==> src/swgr_pkg.sv <==
// Shared types, constants and helper functions for the swipe gesture recognizer.
`default_nettype none

package swgr_pkg;

	// Field widths fixed by the stream and register formats.
	localparam int POS_W     = 12;
	localparam int KIND_W    = 3;
	localparam int VERDICT_W = 2;
	localparam int ANGLE_W   = 16;
	localparam int DIST_W    = 12;
	localparam int TIME_W    = 16;
	localparam int IN_DATA_W = ((2 * POS_W + 7) / 8) * 8;

	// Register port geometry.
	localparam int ADDR_W  = 3;
	localparam int PDATA_W = 32;

	// Algorithm constants.
	localparam int COORD_BITS      = 12;
	localparam int ANGLE_FRAC_BITS = 7;
	localparam int CORDIC_ITERS    = 16;
	localparam int ACC_FRAC        = 20;
	localparam int ATAN_LEN        = 24;

	// Derived datapath widths.
	localparam int PX_W   = (COORD_BITS < POS_W) ? COORD_BITS : POS_W;
	localparam int D_W    = PX_W + 1;
	localparam int CMP_W  = ((PX_W > DIST_W) ? PX_W : DIST_W) + 2;
	localparam int XY_W   = PX_W + 4 + ACC_FRAC;
	localparam int Z_W    = 31;
	localparam int ITER_W = $clog2(CORDIC_ITERS);
	localparam int RND_SH = ACC_FRAC - ANGLE_FRAC_BITS;
	localparam int RND_W  = 10 + ANGLE_FRAC_BITS;

	localparam logic signed [Z_W-1:0] Z_HALF_TURN = Z_W'(64'd180 << ACC_FRAC);
	localparam logic signed [Z_W-1:0] Z_FULL_TURN = Z_W'(64'd360 << ACC_FRAC);
	localparam logic [Z_W:0]          ROUND_HALF  = (Z_W + 1)'(64'd1 << (RND_SH - 1));
	localparam logic [RND_W-1:0]      ANGLE_LIM   = RND_W'(64'd360 << ANGLE_FRAC_BITS);
	localparam logic [ITER_W-1:0]     ITER_LAST   = ITER_W'(CORDIC_ITERS - 1);

	localparam logic [TIME_W-1:0] ELAPSED_MAX       = '1;
	localparam logic [DIST_W-1:0] MIN_DISTANCE_RST  = DIST_W'(20);
	localparam logic [TIME_W-1:0] TIMEOUT_RST       = TIME_W'(500);

	// Register selector, taken from address bit 2.
	localparam logic REG_MIN_DISTANCE = 1'b0;
	localparam logic REG_TIMEOUT      = 1'b1;

	// Pointer event kinds.
	localparam logic [KIND_W-1:0] REQ_PRESS   = 3'd0;
	localparam logic [KIND_W-1:0] REQ_MOVE    = 3'd1;
	localparam logic [KIND_W-1:0] REQ_DCLICK  = 3'd2;
	localparam logic [KIND_W-1:0] REQ_RELEASE = 3'd3;
	localparam logic [KIND_W-1:0] REQ_TICK    = 3'd4;

	// Result verdicts.
	localparam logic [VERDICT_W-1:0] VERDICT_IGNORE = 2'd0;
	localparam logic [VERDICT_W-1:0] VERDICT_MAYBE  = 2'd1;
	localparam logic [VERDICT_W-1:0] VERDICT_CANCEL = 2'd2;
	localparam logic [VERDICT_W-1:0] VERDICT_FINISH = 2'd3;

	// Commands from the controller to the datapath.
	typedef struct packed {
		logic              capture;
		logic              decide;
		logic              iter;
		logic              wrap;
		logic              round;
		logic              load_out;
		logic [ITER_W-1:0] iter_idx;
	} swgr_cmd_t;

	// Status from the datapath to the controller.
	typedef struct packed {
		logic has_result;
		logic go_cordic;
		logic out_free;
	} swgr_stat_t;

	// atan(2^-i) in units of 2^-20 degree, rounded to nearest.
	function automatic logic signed [Z_W-1:0] atan_step(input logic [4:0] idx);
		logic signed [Z_W-1:0] v;
		unique case (idx)
			5'd0:    v = Z_W'(47185920);
			5'd1:    v = Z_W'(27855475);
			5'd2:    v = Z_W'(14718068);
			5'd3:    v = Z_W'(7471121);
			5'd4:    v = Z_W'(3750058);
			5'd5:    v = Z_W'(1876857);
			5'd6:    v = Z_W'(938658);
			5'd7:    v = Z_W'(469357);
			5'd8:    v = Z_W'(234682);
			5'd9:    v = Z_W'(117342);
			5'd10:   v = Z_W'(58671);
			5'd11:   v = Z_W'(29335);
			5'd12:   v = Z_W'(14668);
			5'd13:   v = Z_W'(7334);
			5'd14:   v = Z_W'(3667);
			5'd15:   v = Z_W'(1833);
			5'd16:   v = Z_W'(917);
			5'd17:   v = Z_W'(458);
			5'd18:   v = Z_W'(229);
			5'd19:   v = Z_W'(115);
			5'd20:   v = Z_W'(57);
			5'd21:   v = Z_W'(29);
			5'd22:   v = Z_W'(14);
			5'd23:   v = Z_W'(7);
			default: v = '0;
		endcase
		return v;
	endfunction

endpackage

`default_nettype wire

==> src/swgr_regs.sv <==
// Configuration register file with its register-bus port.
`default_nettype none

module swgr_regs
	import swgr_pkg::*;
(
	input  wire logic               clk,
	input  wire logic               arst_n,
	input  wire logic               psel,
	input  wire logic               penable,
	input  wire logic               pwrite,
	input  wire logic [ADDR_W-1:0]  paddr,
	input  wire logic [PDATA_W-1:0] pwdata,
	output logic      [PDATA_W-1:0] prdata,
	output logic                    pready,
	output logic      [DIST_W-1:0]  min_distance,
	output logic      [TIME_W-1:0]  timeout_ms
);

	logic               wr_en;
	logic [DIST_W-1:0]  min_distance_q;
	logic [TIME_W-1:0]  timeout_q;

	assign pready = 1'b1;
	assign wr_en  = psel & penable & pwrite & pready;

	// Register writes complete in the access phase.
	always_ff @(posedge clk or negedge arst_n) begin
		if (!arst_n) begin
			min_distance_q <= MIN_DISTANCE_RST;
			timeout_q      <= TIMEOUT_RST;
		end else if (wr_en) begin
			unique case (paddr[2])
				REG_MIN_DISTANCE: min_distance_q <= pwdata[DIST_W-1:0];
				REG_TIMEOUT:      timeout_q      <= pwdata[TIME_W-1:0];
				default:          min_distance_q <= min_distance_q;
			endcase
		end
	end

	// Read data is a plain mux of the registers.
	always_comb begin
		unique case (paddr[2])
			REG_MIN_DISTANCE: prdata = PDATA_W'(min_distance_q);
			REG_TIMEOUT:      prdata = PDATA_W'(timeout_q);
			default:          prdata = '0;
		endcase
	end

	assign min_distance = min_distance_q;
	assign timeout_ms   = timeout_q;

endmodule

`default_nettype wire

==> src/swgr_ctrl.sv <==
// Controller state machine that sequences event handling and the CORDIC iterations.
`default_nettype none

module swgr_ctrl
	import swgr_pkg::*;
(
	input  wire logic       clk,
	input  wire logic       arst_n,
	input  wire logic       s_tvalid,
	output logic            s_tready,
	input  wire swgr_stat_t stat,
	output swgr_cmd_t       cmd
);

	typedef enum logic [5:0] {
		S_IDLE   = 6'b000001,
		S_DECIDE = 6'b000010,
		S_ITER   = 6'b000100,
		S_WRAP   = 6'b001000,
		S_ROUND  = 6'b010000,
		S_OUT    = 6'b100000
	} state_t;

	state_t            state_q, state_d;
	logic [ITER_W-1:0] iter_q, iter_d;

	// Next state and command decode.
	always_comb begin
		state_d      = state_q;
		iter_d       = iter_q;
		s_tready     = 1'b0;
		cmd          = '0;
		cmd.iter_idx = iter_q;
		unique case (state_q)
			S_IDLE: begin
				s_tready = 1'b1;
				if (s_tvalid) begin
					cmd.capture = 1'b1;
					state_d     = S_DECIDE;
				end
			end
			S_DECIDE: begin
				cmd.decide = 1'b1;
				iter_d     = '0;
				if (stat.go_cordic) begin
					state_d = S_ITER;
				end else if (stat.has_result) begin
					state_d = S_OUT;
				end else begin
					state_d = S_IDLE;
				end
			end
			S_ITER: begin
				cmd.iter = 1'b1;
				iter_d   = iter_q + 1'b1;
				if (iter_q == ITER_LAST) begin
					state_d = S_WRAP;
				end
			end
			S_WRAP: begin
				cmd.wrap = 1'b1;
				state_d  = S_ROUND;
			end
			S_ROUND: begin
				cmd.round = 1'b1;
				state_d   = S_OUT;
			end
			S_OUT: begin
				if (stat.out_free) begin
					cmd.load_out = 1'b1;
					state_d      = S_IDLE;
				end
			end
			default: begin
				state_d = S_IDLE;
			end
		endcase
	end

	always_ff @(posedge clk or negedge arst_n) begin
		if (!arst_n) begin
			state_q <= S_IDLE;
			iter_q  <= '0;
		end else begin
			state_q <= state_d;
			iter_q  <= iter_d;
		end
	end

endmodule

`default_nettype wire

==> src/swgr_datapath.sv <==
// Datapath: press state, release checks, CORDIC vectoring unit and result register.
`default_nettype none

module swgr_datapath
	import swgr_pkg::*;
(
	input  wire logic                 clk,
	input  wire logic                 arst_n,
	input  wire swgr_cmd_t            cmd,
	output swgr_stat_t                stat,
	input  wire logic [KIND_W-1:0]    in_kind,
	input  wire logic [POS_W-1:0]     in_x,
	input  wire logic [POS_W-1:0]     in_y,
	input  wire logic [DIST_W-1:0]    min_distance,
	input  wire logic [TIME_W-1:0]    timeout_ms,
	output logic                      m_tvalid,
	input  wire logic                 m_tready,
	output logic      [ANGLE_W-1:0]   m_tdata,
	output logic      [VERDICT_W-1:0] m_tuser
);

	// Captured event and press state.
	logic [KIND_W-1:0]  kind_q;
	logic [PX_W-1:0]    ev_x_q, ev_y_q;
	logic [PX_W-1:0]    start_x_q, start_y_q;
	logic [TIME_W-1:0]  elapsed_q;

	// CORDIC registers.
	logic signed [XY_W-1:0] cx_q, cy_q;
	logic signed [Z_W-1:0]  cz_q;

	// Pending result and output register.
	logic [VERDICT_W-1:0] res_verdict_q;
	logic [RND_W-1:0]     res_angle_q;
	logic                 out_valid_q;
	logic [ANGLE_W-1:0]   out_angle_q;
	logic [VERDICT_W-1:0] out_verdict_q;

	logic signed [D_W-1:0]   dx, yu, dx_abs, yu_turn;
	logic signed [CMP_W-1:0] dx_c, yu_c, min_c;
	logic                    near, too_late, cancel;
	logic signed [XY_W-1:0]  x_init, y_init, xs, ys;
	logic signed [Z_W-1:0]   atan_v;
	logic [Z_W:0]            rnd_sum;
	logic [RND_W-1:0]        angle_fin;

	// Release checks: travel from the press point and elapsed time.
	always_comb begin
		dx       = $signed({1'b0, ev_x_q}) - $signed({1'b0, start_x_q});
		yu       = $signed({1'b0, start_y_q}) - $signed({1'b0, ev_y_q});
		dx_c     = CMP_W'(dx);
		yu_c     = CMP_W'(yu);
		min_c    = $signed(CMP_W'(min_distance));
		near     = (dx_c < min_c) && (dx_c > -min_c) && (yu_c < min_c) && (yu_c > -min_c);
		too_late = elapsed_q > timeout_ms;
		cancel   = near || too_late;
	end

	// Status toward the controller.
	always_comb begin
		stat.has_result = (kind_q == REQ_PRESS) || (kind_q == REQ_MOVE) ||
		                  (kind_q == REQ_DCLICK) || (kind_q == REQ_RELEASE);
		stat.go_cordic  = (kind_q == REQ_RELEASE) && !cancel;
		stat.out_free   = !out_valid_q || m_tready;
	end

	// Vector start: a left-pointing vector is turned by a half turn first.
	always_comb begin
		dx_abs  = dx[D_W-1] ? -dx : dx;
		yu_turn = dx[D_W-1] ? -yu : yu;
		x_init  = $signed({{(XY_W - D_W - ACC_FRAC){dx_abs[D_W-1]}}, dx_abs,
		                   {ACC_FRAC{1'b0}}});
		y_init  = $signed({{(XY_W - D_W - ACC_FRAC){yu_turn[D_W-1]}}, yu_turn,
		                   {ACC_FRAC{1'b0}}});
	end

	// One vectoring step per cycle; shifts round toward minus infinity.
	always_comb begin
		xs      = cx_q >>> cmd.iter_idx;
		ys      = cy_q >>> cmd.iter_idx;
		atan_v  = atan_step(5'(cmd.iter_idx));
		rnd_sum = (Z_W + 1)'($unsigned(cz_q)) + ROUND_HALF;
	end

	// A full turn after rounding wraps back to zero.
	assign angle_fin = (res_angle_q >= ANGLE_LIM) ? (res_angle_q - ANGLE_LIM) : res_angle_q;

	// Event capture.
	always_ff @(posedge clk) begin
		if (cmd.capture) begin
			kind_q <= in_kind;
			ev_x_q <= in_x[PX_W-1:0];
			ev_y_q <= in_y[PX_W-1:0];
		end
	end

	// Press point and elapsed time.
	always_ff @(posedge clk or negedge arst_n) begin
		if (!arst_n) begin
			start_x_q <= '0;
			start_y_q <= '0;
			elapsed_q <= ELAPSED_MAX;
		end else if (cmd.decide) begin
			unique case (kind_q)
				REQ_PRESS: begin
					start_x_q <= ev_x_q;
					start_y_q <= ev_y_q;
					elapsed_q <= '0;
				end
				REQ_DCLICK, REQ_RELEASE: begin
					start_x_q <= '0;
					start_y_q <= '0;
					elapsed_q <= ELAPSED_MAX;
				end
				REQ_TICK: begin
					if (elapsed_q != ELAPSED_MAX) begin
						elapsed_q <= elapsed_q + 1'b1;
					end
				end
				default: begin
					elapsed_q <= elapsed_q;
				end
			endcase
		end
	end

	// CORDIC unit and pending result.
	always_ff @(posedge clk) begin
		if (cmd.decide) begin
			cx_q        <= x_init;
			cy_q        <= y_init;
			cz_q        <= dx[D_W-1] ? Z_HALF_TURN : '0;
			res_angle_q <= '0;
			unique case (kind_q)
				REQ_PRESS:   res_verdict_q <= VERDICT_MAYBE;
				REQ_DCLICK:  res_verdict_q <= VERDICT_CANCEL;
				REQ_RELEASE: res_verdict_q <= cancel ? VERDICT_CANCEL : VERDICT_FINISH;
				default:     res_verdict_q <= VERDICT_IGNORE;
			endcase
		end
		if (cmd.iter) begin
			if (cy_q > 0) begin
				cx_q <= cx_q + ys;
				cy_q <= cy_q - xs;
				cz_q <= cz_q + atan_v;
			end else begin
				cx_q <= cx_q - ys;
				cy_q <= cy_q + xs;
				cz_q <= cz_q - atan_v;
			end
		end
		if (cmd.wrap && cz_q[Z_W-1]) begin
			cz_q <= cz_q + Z_FULL_TURN;
		end
		if (cmd.round) begin
			res_angle_q <= rnd_sum[RND_SH +: RND_W];
		end
	end

	// Output register: holds a result until the consumer takes it.
	always_ff @(posedge clk or negedge arst_n) begin
		if (!arst_n) begin
			out_valid_q <= 1'b0;
		end else if (cmd.load_out) begin
			out_valid_q <= 1'b1;
		end else if (m_tready) begin
			out_valid_q <= 1'b0;
		end
	end

	always_ff @(posedge clk) begin
		if (cmd.load_out) begin
			out_angle_q   <= ANGLE_W'(angle_fin);
			out_verdict_q <= res_verdict_q;
		end
	end

	assign m_tvalid = out_valid_q;
	assign m_tdata  = out_angle_q;
	assign m_tuser  = out_verdict_q;

endmodule

`default_nettype wire

==> src/swipe_gesture_recognizer_core.sv <==
// Top level of the swipe gesture recognizer: stream ports, register port and submodules.
`default_nettype none

// Pointer events enter on the slave stream (kind in tuser, position in tdata) and each
// press, move, double click or release yields one transaction on the master stream;
// ticks and unknown kinds yield none. An event is taken in the idle state and decided in
// the next cycle. A press, move, double click or rejected release then loads the output
// register. A tick or an unknown kind returns straight to idle after the decision. An
// accepted release runs the shared CORDIC add/shift unit once per iteration for
// CORDIC_ITERS iterations, followed by a wrap step and a rounding step. A result waits in
// the output register while the next event is already accepted; the block stalls its
// input while an event is in flight, and also when a new result meets a full output
// register. Write the configuration registers only while no event is in flight.
module swipe_gesture_recognizer_core
	import swgr_pkg::*;
(
	input  wire logic                 clk,
	input  wire logic                 arst_n,
	// Event input.
	input  wire logic                 s_tvalid,
	output logic                      s_tready,
	input  wire logic [IN_DATA_W-1:0] s_tdata,  // pos_x [11:0], pos_y [23:12]
	input  wire logic [KIND_W-1:0]    s_tuser,  // req_type [2:0]
	// Result output.
	output logic                      m_tvalid,
	input  wire logic                 m_tready,
	output logic      [ANGLE_W-1:0]   m_tdata,  // swipe_angle [15:0]
	output logic      [VERDICT_W-1:0] m_tuser,  // verdict [1:0]
	// Configuration port.
	input  wire logic                 psel,
	input  wire logic                 penable,
	input  wire logic                 pwrite,
	input  wire logic [ADDR_W-1:0]    paddr,
	input  wire logic [PDATA_W-1:0]   pwdata,
	output logic      [PDATA_W-1:0]   prdata,
	output logic                      pready
);

	swgr_cmd_t          cmd;
	swgr_stat_t         stat;
	logic [DIST_W-1:0]  min_distance;
	logic [TIME_W-1:0]  timeout_ms;

	swgr_regs u_regs (
		.clk          (clk),
		.arst_n       (arst_n),
		.psel         (psel),
		.penable      (penable),
		.pwrite       (pwrite),
		.paddr        (paddr),
		.pwdata       (pwdata),
		.prdata       (prdata),
		.pready       (pready),
		.min_distance (min_distance),
		.timeout_ms   (timeout_ms)
	);

	swgr_ctrl u_ctrl (
		.clk      (clk),
		.arst_n   (arst_n),
		.s_tvalid (s_tvalid),
		.s_tready (s_tready),
		.stat     (stat),
		.cmd      (cmd)
	);

	swgr_datapath u_dp (
		.clk          (clk),
		.arst_n       (arst_n),
		.cmd          (cmd),
		.stat         (stat),
		.in_kind      (s_tuser),
		.in_x         (s_tdata[POS_W-1:0]),
		.in_y         (s_tdata[2*POS_W-1:POS_W]),
		.min_distance (min_distance),
		.timeout_ms   (timeout_ms),
		.m_tvalid     (m_tvalid),
		.m_tready     (m_tready),
		.m_tdata      (m_tdata),
		.m_tuser      (m_tuser)
	);

endmodule

`default_nettype wire
==> config.mk <==
export PLATFORM = sky130hd
export DESIGN_NAME = swipe_gesture_recognizer_core
export DESIGN_NICKNAME = d
export VERILOG_FILES = /design/src/swgr_pkg.sv /design/src/swgr_regs.sv /design/src/swgr_ctrl.sv /design/src/swgr_datapath.sv /design/src/swipe_gesture_recognizer_core.sv
export SDC_FILE = /design/constraint.sdc
export NUM_CORES = 1
export LEC_CHECK = 0
export BUFFER_PORTS_ARGS = -buffer_cell sky130_fd_sc_hd__buf_4
export CELL_PAD_IN_SITES_DETAIL_PLACEMENT = 1
export CELL_PAD_IN_SITES_GLOBAL_PLACEMENT = 2
export CORE_ASPECT_RATIO = 0.5
export CORE_MARGIN = 3
export CORE_UTILIZATION = 44
export CTS_BUF_LIST = sky130_fd_sc_hd__clkbuf_8
export DETAILED_ROUTE_END_ITERATION = 10
export HOLD_SLACK_MARGIN = 0.08
export MAX_ROUTING_LAYER = met4
export PLACE_DENSITY_LB_ADDON = 0.1
export SKIP_LAST_GASP = 1
export SLEW_MARGIN = 20
export SYNTH_ARGS = -nofsm -noshare
export SYNTH_HDL_FRONTEND = slang
export SYNTH_SLANG_ARGS = --single-unit
==> constraint.sdc <==
create_clock -name clk -period 13.9 [get_ports clk]
set_input_delay 0.695 -clock clk [delete_from_list [all_inputs] [get_ports clk]]
set_output_delay 0.695 -clock clk [all_outputs]
set_load 0.02 [all_outputs]
Word-level counts from Yosys, hierarchy flattened
Memory sizes are Yosys's and may differ from the RTL's.
Index checks and enable logic that the tools add are counted.
{"block": "word_totals", "ff_bits": 246, "mem_bits_ro": 416, "in_bits": 69, "wordCells": 130, "n_memories": 1}
{"name": "(name not given)", "depth": 16, "word_bits": 26, "rd": 1, "rd_ports_with_merged_regs": 0, "write_ports": 0, "line_no": "swgr_pkg.sv:84", "rtl": "unique case (idx)"}
{"block": "classes", "add_sub_neg": 16, "n_lt_le_gt_ge": 7, "n_eq_ne": 16, "n_shift": 2, "mux": 41, "n_bitwise": 3, "n_reduce_logical": 26}
{"operator": "$mux 36", "n": 6}
{"operator": "$mux 31", "n": 4}
{"operator": "$add 36x36->36", "n": 2}
{"operator": "$sshr 36x4->36", "n": 2}
{"operator": "$sub 36x36->36", "n": 2}
{"operator": "$pmux 32 s2", "n": 1}
{"operator": "$pmux 12 s2", "n": 2}
{"operator": "$pmux 16 s3", "n": 1}
{"operator": "$gt 36x1->1 const B", "n": 1}
{"operator": "$pmux 6 s6", "n": 1}
{"operator": "$mux 17", "n": 2}
{"operator": "$mux 16", "n": 2}
{"operator": "$add 31x30->31 const B", "n": 1}
{"operator": "$add 31x31->31", "n": 1}
{"operator": "$sub 31x31->31", "n": 1}
{"operator": "$add 30x13->30 const B", "n": 1}
{"operator": "$mux 6", "n": 5}
{"operator": "$gt 13x14->1", "n": 2}
{"operator": "$mux 28", "n": 1}
{"operator": "$lt 13x13->1", "n": 2}
{"operator": "$mux 13", "n": 2}
{"operator": "$neg 13->13", "n": 2}
{"operator": "$sub 12x12->13", "n": 2}
{"operator": "$ge 17x16->1 const B", "n": 1}
{"operator": "other kinds (32)", "n": 64}

Logic depth before layout (Yosys ltp)
Gate-level depths: netlist of the first run.
{"block": "depth", "word_depth": 10, "ltp_mapped": 30, "depth_no_buf": 24}

Cells and area by module
A second synthesis of the first run with hierarchy kept.
{"block": "unflattened", "cells_unflattened": 2761, "area_unflattened_um2": 25270.5}
{"module": "swgr_datapath", "n_inst": 1, "cells_per_inst": 2601, "area_per_inst_um2": 23219.8}
{"module": "swgr_regs", "n_inst": 1, "cells_per_inst": 97, "area_per_inst_um2": 1480.2}
{"module": "swgr_ctrl", "n_inst": 1, "cells_per_inst": 63, "area_per_inst_um2": 570.5}

Worst setup path before layout of the first run
No wires, ideal clock.
{"block": "synth_timing", "path_type": "register -> register", "from": "register u_ctrl.iter_q[2]", "to": "register u_dp.cx_q[35], data pin", "arrival_ns": 6.073, "t_required_ns": 13.646, "setup_slack_ns": 7.573, "path_stages_with_launch": 27, "n_path_buf": 8, "period_less_slack_ns": 6.327, "cell_sequence": "dfrtp_1 buf_2 buf_1 buf_2 buf_2 buf_2 buf_1 clkbuf_1 clkbuf_1 a21oi_1 o21ai_0 ha_1 nand2_1 nor4_1 a21oi_1 xor2_1 ha_1 and3_1 a21oi_1 o21ai_0 a2111oi_1 o21ai_0 nand4_1 nand2_1 o41ai_1 xor2_1 a21o_1"}
{"block": "synth_via", "elab_chain_len": 4, "elab_cells_between_ends": 5}
{"item": "start: declaration", "line_no": "swgr_ctrl.sv:25", "rtl": "logic [ITER_W-1:0] iter_q, iter_d;"}
{"item": "start signal: assignment", "line_no": "swgr_ctrl.sv:86", "rtl": "iter_q <= iter_d;"}
{"item": "$sshr 36x4->36 *", "line_no": "swgr_datapath.sv:80", "rtl": "ys = cy_q >>> cmd.iter_idx;"}
{"item": "$sub 36x36->36 or $add 36x36->36 (tied branches)", "line_no": "swgr_datapath.sv:147, swgr_datapath.sv:143"}
{"item": "$mux 36 *", "line_no": "swgr_datapath.sv:142", "rtl": "if (cy_q > 0) begin"}
{"item": "$mux 36 *", "line_no": "swgr_datapath.sv:141", "rtl": "if (cmd.iter) begin"}
{"item": "end signal: assignment", "line_no": "swgr_datapath.sv:130", "rtl": "cx_q <= x_init;"}
{"item": "end signal: assignment", "line_no": "swgr_datapath.sv:143", "rtl": "cx_q <= cx_q + ys;"}
{"item": "end signal: assignment", "line_no": "swgr_datapath.sv:147", "rtl": "cx_q <= cx_q - ys;"}
{"item": "end: declaration", "line_no": "swgr_datapath.sv:29", "rtl": "logic signed [XY_W-1:0] cx_q, cy_q;"}
Every way passes the cells marked *; elsewhere a longest branch is shown, timed or not.
A chain may end at the register's enable or synchronous reset.

Worst setup path after layout of the first run
{"block": "layout_timing", "from": "register u_ctrl.iter_q[0]", "to": "register u_dp.cy_q[35], data pin"}
{"block": "layout_via", "elab_chain_len": 4, "elab_cells_between_ends": 5}
{"item": "$sshr 36x4->36 *", "line_no": "swgr_datapath.sv:79", "rtl": "xs = cx_q >>> cmd.iter_idx;"}
{"item": "$add 36x36->36 or $sub 36x36->36 (tied branches)", "line_no": "swgr_datapath.sv:148, swgr_datapath.sv:144"}
{"item": "$mux 36 *", "line_no": "swgr_datapath.sv:142"}
{"item": "$mux 36 *", "line_no": "swgr_datapath.sv:141"}
{"item": "end signal: assignment", "line_no": "swgr_datapath.sv:131", "rtl": "cy_q <= y_init;"}
{"item": "end signal: assignment", "line_no": "swgr_datapath.sv:144", "rtl": "cy_q <= cy_q - xs;"}
{"item": "end signal: assignment", "line_no": "swgr_datapath.sv:148", "rtl": "cy_q <= cy_q + xs;"}
{"item": "end: declaration", "line_no": "swgr_datapath.sv:29"}
Marks and branches as above.

==> results of run 1 <==
[metal layers]
| metal | part of all wire [%] | up-vias | GRT usage [%] |
|---|---|---|---|
| met5 | 0 | - | - |
| met4 | 1.5 | 0 | 4.60 |
| met3 | 5.2 | 79 | 4.69 |
| met2 | 43 | 400 | 41.9 |
| met1 | 50 | 10500 | 37.5 |
| li1 | - | 10200 | - |
[report_power, final]
part / leakage (nW) / internal (W) / switching, W
clock: 0.506 / 0.000332 / 0.000353
sequential: 2.50 / 0.00103 / 0.000173
combinational: 7.81 / 0.00131 / 0.00197
total: 10.8 / 0.00267 / 0.00249
[layout make-up]
| class | count | area share, % |
|---|---|---|
| clock inverters | 33 | 0.665 |
| repair buffers | 113 | 3.23 |
| flip-flops and latches | 246 | 26.7 |
| diodes | 2 | 0.0190 |
| multi-input cells | 2264 | 61.5 |
| clock buffers | 47 | 2.46 |
| inverters | 133 | 1.90 |
| well taps | 744 | 3.54 |
[what timing repair did]
action,in CTS,in global routing
hold buffers,1,0
buffers inserted,0,0
endpoints found under the hold margin,11,0
[metrics by stage]
stage / power [W] / worst slack (ns) / hold slack [ns] / std cells / util (%)
2_1_floorplan: 0.00353 / 7.57 / 0.399 / 2779 / -
3_3_place_gp: 0.00436 / 6.66 / 0.410 / 3499 / 47.1
3_5_place_dp: 0.00445 / 6.64 / 0.406 / 3499 / 47.1
4_1_cts: 0.00517 / 6.60 / 0.197 / 3580 / 48.6
5_1_grt: 0.00564 / 6.01 / 0.202 / 3582 / 48.6
6_report: 0.00516 / 6.52 / 0.245 / 3582 / 48.6
[worst reg2reg max path: cells and delay by family, from the launching register on]
kind | cells | cell delay, ns
buffers and inverters | 1 | 0.76
adders and majority gates | 2 | 0.57
AOI/OAI and AO/OA | 8 | 2.40
and+or+nand+nor | 6 | 1.55
muxes | 1 | 0.69
DFF | 1 | 0.74
xor gates and xnor gates | 2 | 0.37
[cells by family (layout without fill, tap and decap cells)]
| kind of cell | after synthesis | count (layout) | share of synthesized area [%] |
|---|---|---|---|
| flip-flops | 246 | 246 | 28.9 |
| AND/OR/NAND/NOR | 840 | 840 | 16.1 |
| adder cells (fa/ha/maj) | 211 | 211 | 11.0 |
| multiplexers | 217 | 217 | 11.8 |
| other | 2 | 19 | 0.0309 |
| buffers and inverters | 269 | 326 | 4.73 |
| AO/OA/AOI/OAI | 742 | 742 | 18.8 |
| XOR/XNOR | 237 | 237 | 8.55 |
[flip-flops by register name, summed over array words and instances, names as in the netlist, 2 cells and up]
register and count:
u_regs.min_distance 12, u_dp.start_y_q 12, u_dp.start_x_q 12, u_dp.res_verdict_q 2
u_dp.kind_q 3, u_dp.res_angle_q 17, u_dp.elapsed_q 16, u_ctrl.state_q 6
u_dp.m_tdata 16, u_dp.cx_q 36, u_dp.ev_x_q 12, u_dp.cz_q 31
u_ctrl.iter_q 4, u_dp.m_tuser 2, u_regs.timeout_ms 16, u_dp.ev_y_q 12
u_dp.cy_q 36
[cells in the final DEF (no fill, tap or decap), types with 36 or more instances in the layout]
cell	count
nand2b_1	38
nor3_1	48
a21o_1	60
mux4_2	47
xnor2_1	140
nand2_1	271
a21oi_1	225
buf_4	112
mux2_2	75
edfxtp_1	167
ha_1	206
inv_1	151
nor2_1	249
mux2i_1	94
nand3_1	41
clkbuf_8	47
dfrtp_1	50
xor2_1	97
nor2b_1	36
o21ai_0	202
[path summary, 6_finish.rpt]
path,end
max,u_dp.cy_q[35]$_DFFE_PP_
min reg2reg,u_dp.m_tuser[1]$_DFFE_PP_
max in group asynchronous,u_regs.timeout_ms[12]$_DFFE_PN0P_
min,u_dp.ev_x_q[5]$_DFFE_PP_
max reg2reg,u_dp.cy_q[35]$_DFFE_PP_
min in group asynchronous,u_dp.start_x_q[9]$_DFFE_PN0P_
==> reports/results.ini, run 1 <==
[finish]
num-nets-final = 3081
seq_area_um2 = 7040
area.growth.synth_to_final_pct = 8.45
fill_cells = 6406
multi_input_area_um2 = 16200
stdcell_area_um2 = 26300
drive_above_1_share_pct = 12.3

[setup_path]
start_kind = flop
critPathMaxStageDelay_ns = 0.75
worstSetupPathType = flop to flop
cp_num_cells = 20
timing.critical_path.from = u_ctrl.iter_q[0]$_DFFE_PN0P_
worstPathRequired_ns = 14.24
path_delay_family = compound AO/OA/AOI/OAI gates
worstPathMaxFanout = 58
arrival_ns = 7.73
r2r_slack_ns = 6.52
end_kind = flop
r2r_start = u_ctrl.iter_q[0]$_DFFE_PN0P_
cpMaxStageDelayCell = buf_4
worstRegToRegCells = 20
path_cells = buf_4 > mux4_2 > a22o_1 > a21oi_1 > ha_1 > o21a_1 > nand4_1 > nor2_1 > nor2_1 > xnor2_1 > ha_1 > and3_1 > and3_1 > a31oi_1 > o21ai_0 > and2_1 > a2111oi_0 > o21bai_1 > xnor2_1 > o21ai_1
worst-path-buf-inv = 1

[floorplanning]
dieArea_um2 = 58200
fp.dieW_um = 338
io_pins = 122
core_um2 = 54100
rows = 60
fp.dieH_um = 172
initial_utilization_pct = 44.9

[clocking]
clockRootBuffer = clkbuf_8
cts.htree.levels = 2
clock_latency_ns = 0.67
cts_tree = yes
clock_path_buffers = 3
numClockSinks = 246
cts_buffers = 43
clk_pin_slew_worst_paths_ns = 0.07
cts_resized = 0

[sta]
hold_violations = 0
slew_violations = 0
min_period_ns = 7.38
timing.final.crit_share_pct = 53.1
fmax_mhz = 135
rsz0062_at_grt = false
worst_pin_slew_ns = 1.04
skew_ns = 0.0646
setup_viol = 0
tns_ns = 0
relSlewSlack_pct = 29.8

[logic_synthesis]
synth_flop_cell = edfxtp_1
synth_warnings = 0
ys_ff_latch = 246
yosys-top-cells-count = 271 x nand2_1, 250 x nor2_1, 225 x a21oi_1, 206 x ha_1, 203 x o21ai_0
async_flop_share_pct = 32.1
synth_area_leaders = edfxtp_1 21%, ha_1 11%, dfrtp_1 5.6%
syn_avg_cell_area_um2 = 8.78
synth_cell_type_count = 84
synth_top_area_cell = edfxtp_1
synth_area_um2 = 24300
synth-seq-area-share_pct = 28.9
yosys.cell_count.top_type = nand2_1
synth_top_area_share_pct = 20.7
synth_edf_count = 167
syn_inst = 2764

[placement]
io_buffer_count = 86
place_congestion = 0.912
dpl.hpwl_um = 58200
place_area_um2 = 25500

[global_routing]
grt_max_degree = 79
grt_pass1_wl_um = 122000
overflow = 0
grtUsageTotal_pct = 27.0
grt_pass1_vias = 21300
antenna_found_initial = 2

[detailed_routing]
drt_iter0_drc = 1431
post-route-drc-count = 0
via_count = 21100
totalWireLength_um = 77100
ant_nets = 0
drtPass1Iterations = 6
wire_per_inst_um = 21.5
viasPerCell = 5.90

[flow_run]
max_cap_viol_count = 0

[pwr]
pwr_density_cell_nw_per_um2 = 196
peakVddDrop_v = 0.000123
p_leak_nw = 10.8

[hold_path]
hold_path.class = input port to flop
hold_start = s_tdata[5]
hold_depth = 1

[run_status]
status = finished clean

Note: power is estimated with default switching activity, not from simulation.
==> run 2, diff against run 1 <==
--- a/config.mk
+++ b/config.mk
@@ -10,7 +10,7 @@
 export CELL_PAD_IN_SITES_GLOBAL_PLACEMENT = 2
 export CORE_ASPECT_RATIO = 0.5
 export CORE_MARGIN = 3
-export CORE_UTILIZATION = 44
+export CORE_UTILIZATION = 37
 export CTS_BUF_LIST = sky130_fd_sc_hd__clkbuf_8
 export DETAILED_ROUTE_END_ITERATION = 10
 export HOLD_SLACK_MARGIN = 0.08
==> constraint.sdc (replaced) <==
create_clock -name clk -period 6.3 [get_ports clk]
set_input_delay 0.315 -clock clk [delete_from_list [all_inputs] [get_ports clk]]
set_output_delay 0.315 -clock clk [all_outputs]
set_load 0.02 [all_outputs]
==> run 2 against run 1 <==
Fmax is 23% higher. Total power is 130% higher. Core utilization shrank 5.0 points. Critical endpoint is now u_dp.cy_q[32]$_DFFE_PP_. Largest power group unchanged. Highest routed layer unchanged.
==> reports/results.ini, run 2 (synthesis results as in run 1) <==
[finish]
finish.utilization_pct = 43.6  ; -5.0 points
drive_above_1_share_pct = 15.5  ; +3.2 points
final_cell_mix = 271 x nand2_1, 248 x nor2_1, 224 x a21oi_1
num-nets-final = 3222  ; +4.6%
final_cells = 3849  ; +7.5%
area.growth.synth_to_final_pct = 15.0
top_regs = u_dp.cx_q: 36 flops, u_dp.cy_q: 36 flops, u_dp.cz_q: 31 flops
fill_cells = 7468  ; +17%
final_common_cell = nand2_1

[global_routing]
grt_max_degree = 91  ; +15%
antenna_found_initial = 3  ; +1
overflow = 0  ; unchanged
grtUsageTotal_pct = 24.3  ; -2.7 points
grt_pass1_vias = 22000  ; +3.3%
grt_pass1_wl_um = 129000  ; +6.1%

[setup_path]
worstRegToRegCells = 20  ; unchanged
start_kind = flop
worstSetupPathType = flop to flop
path_cells = mux2_2 > mux4_2 > a222oi_1 > and3_1 > nand2_1 > or3_4 > o21ai_0 > xor2_1 > ha_1 > a21o_1 > a21oi_1 > o21bai_1 > a311o_1 > o41ai_2 > buf_4 > nor3_1 > nor3_1 > buf_4 > xor2_1 > o21ai_0
path_delay_family = compound AO/OA/AOI/OAI gates
arrival_ns = 6.37  ; -1.36 ns
worst-path-buf-inv = 2  ; +1
critPathMaxStageDelay_ns = 0.54  ; -0.21 ns
cp_num_cells = 20  ; unchanged
end_kind = flop
worstPathMaxFanout = 9  ; -84%
worstPathRequired_ns = 6.68  ; -7.56 ns
r2r_end = u_dp.cy_q[32]$_DFFE_PP_
cpMaxStageDelayCell = dfrtp_4
r2r_slack_ns = 0.31  ; -6.21 ns
r2r_start = u_ctrl.iter_q[1]$_DFFE_PN0P_

[detailed_routing]
viasPerCell = 5.59  ; -5.2%
ant_nets = 0  ; unchanged
drtPass1Iterations = 5  ; -1
post-route-drc-count = 0  ; unchanged
drt_iter0_drc = 1391  ; -2.8%
totalWireLength_um = 82600  ; +7.1%
wire_per_inst_um = 21.5  ; -0.35%
via_count = 21500  ; +1.8%

[clocking]
cts.htree.levels = 2  ; unchanged
numClockSinks = 246  ; unchanged
clk_pin_slew_worst_paths_ns = 0.07  ; about the same
cts_buffers = 44  ; +2.3%
clock_latency_ns = 0.68  ; about the same
clock_path_buffers = 3  ; unchanged
clockRootBuffer = clkbuf_8
cts_tree = yes

[sta]
setup_slack_ns = 0.307  ; -6.21 ns
setup_viol = 0  ; unchanged
min_period_ns = 5.99  ; -1.39 ns
rsz0062_at_grt = true
skew_ns = 0.0467  ; -0.0179 ns
hold_violations = 0  ; unchanged
fmax_mhz = 167  ; +23%
relSlewSlack_pct = 33.6  ; +3.8 points
whs_ns = 0.361  ; +0.116 ns
slew_violations = 0  ; unchanged
worst_pin_slew_ns = 0.994  ; -0.0499 ns
timing.final.crit_share_pct = 95.1  ; +42 points

[placement]
pre_cts_ws_ns = 0.0371  ; -6.61 ns
io_buffer_count = 86  ; unchanged
place_congestion = 0.863  ; -5.5%
placed_cells = 3714  ; +6.1%
dpl.hpwl_um = 62400  ; +7.1%

[pwr]
pwr_density_cell_nw_per_um2 = 424  ; +120%
peakVddDrop_v = 0.000234  ; +91%
power_w = 0.0118  ; +130%
p_leak_nw = 11.6  ; +6.8%

[floorplanning]
dieArea_um2 = 68900  ; +18%
initial_utilization_pct = 37.9  ; -6.9 points
fp.dieH_um = 187  ; +8.7%
core_um2 = 64000  ; +18%
rows = 65  ; +8.3%
fp.dieW_um = 368  ; +8.9%
io_pins = 122  ; unchanged

[hold_path]
hold_depth = 2  ; +1
hold_path.class = input port to flop
hold_start = s_tdata[17]
min_to = u_dp.ev_y_q[5]$_DFFE_PP_

[run_status]
status = finished clean

[flow_run]
max_cap_viol_count = 0  ; unchanged

-- run 2: worst max path at each step --
stage | from | end
after global routing | u_ctrl.iter_q[1]$_DFFE_PN0P_ | u_dp.cy_q[32]$_DFFE_PP_
after CTS | u_ctrl.iter_q[1]$_DFFE_PN0P_ | u_dp.cy_q[32]$_DFFE_PP_
after global placement | u_ctrl.iter_q[1]$_DFFE_PN0P_ | u_dp.cy_q[32]$_DFFE_PP_
after floorplan | u_ctrl.iter_q[2]$_DFFE_PN0P_ | u_dp.cx_q[35]$_DFFE_PP_
after detailed placement | u_ctrl.iter_q[1]$_DFFE_PN0P_ | u_dp.cy_q[32]$_DFFE_PP_
final | u_ctrl.iter_q[1]$_DFFE_PN0P_ | u_dp.cy_q[32]$_DFFE_PP_
-- run 2: repair_timing --
item                       in CTS  in global routing
resized for setup               0                 19
hold buffers                   47                  0
buffers inserted                0                  6
setup endpoints to repair       0                 20
hold endpoints to repair       69                  0
-- run 2: power breakdown --
part | internal [W] | switching (W)
clock | 0.000806 | 0.000824
sequential | 0.00226 | 0.000351
combinational | 0.00311 | 0.00447
-- run 2: layout make-up --
| cell class | count | area [um^2] | area share [%] |
|---|---|---|---|
| Multi-Input combinational cell | 2264 | 16300 | 58.3 |
| Antenna cell | 2 | 5.00 | 0.0179 |
| Tap cell | 871 | 1090 | 3.90 |
| Sequential cell | 246 | 7040 | 25.2 |
| Inverter | 133 | 503 | 1.80 |
| Clock buffer | 49 | 674 | 2.42 |
| Timing Repair Buffer | 253 | 2140 | 7.68 |
| Clock inverter | 31 | 204 | 0.730 |
-- run 2: per-stage QoR --
step	cell area, um^2	setup TNS (ns)
6_report	27900	0
3_5_place_dp	26400	0
5_1_grt	27900	-0.0515
4_1_cts	27800	0
3_3_place_gp	26400	0
2_1_floorplan	24300	0
-- run 2: routing by layer --
| layer | up-vias | routed length, um | GRT usage, % |
|---|---|---|---|
| li1 | 10400 | - | - |
| met3 | 82 | 3970 | 4.03 |
| met4 | 0 | 1340 | 4.45 |
| met2 | 380 | 35000 | 35.6 |
| met1 | 10600 | 42300 | 35.3 |
| met5 | - | 0 | - |
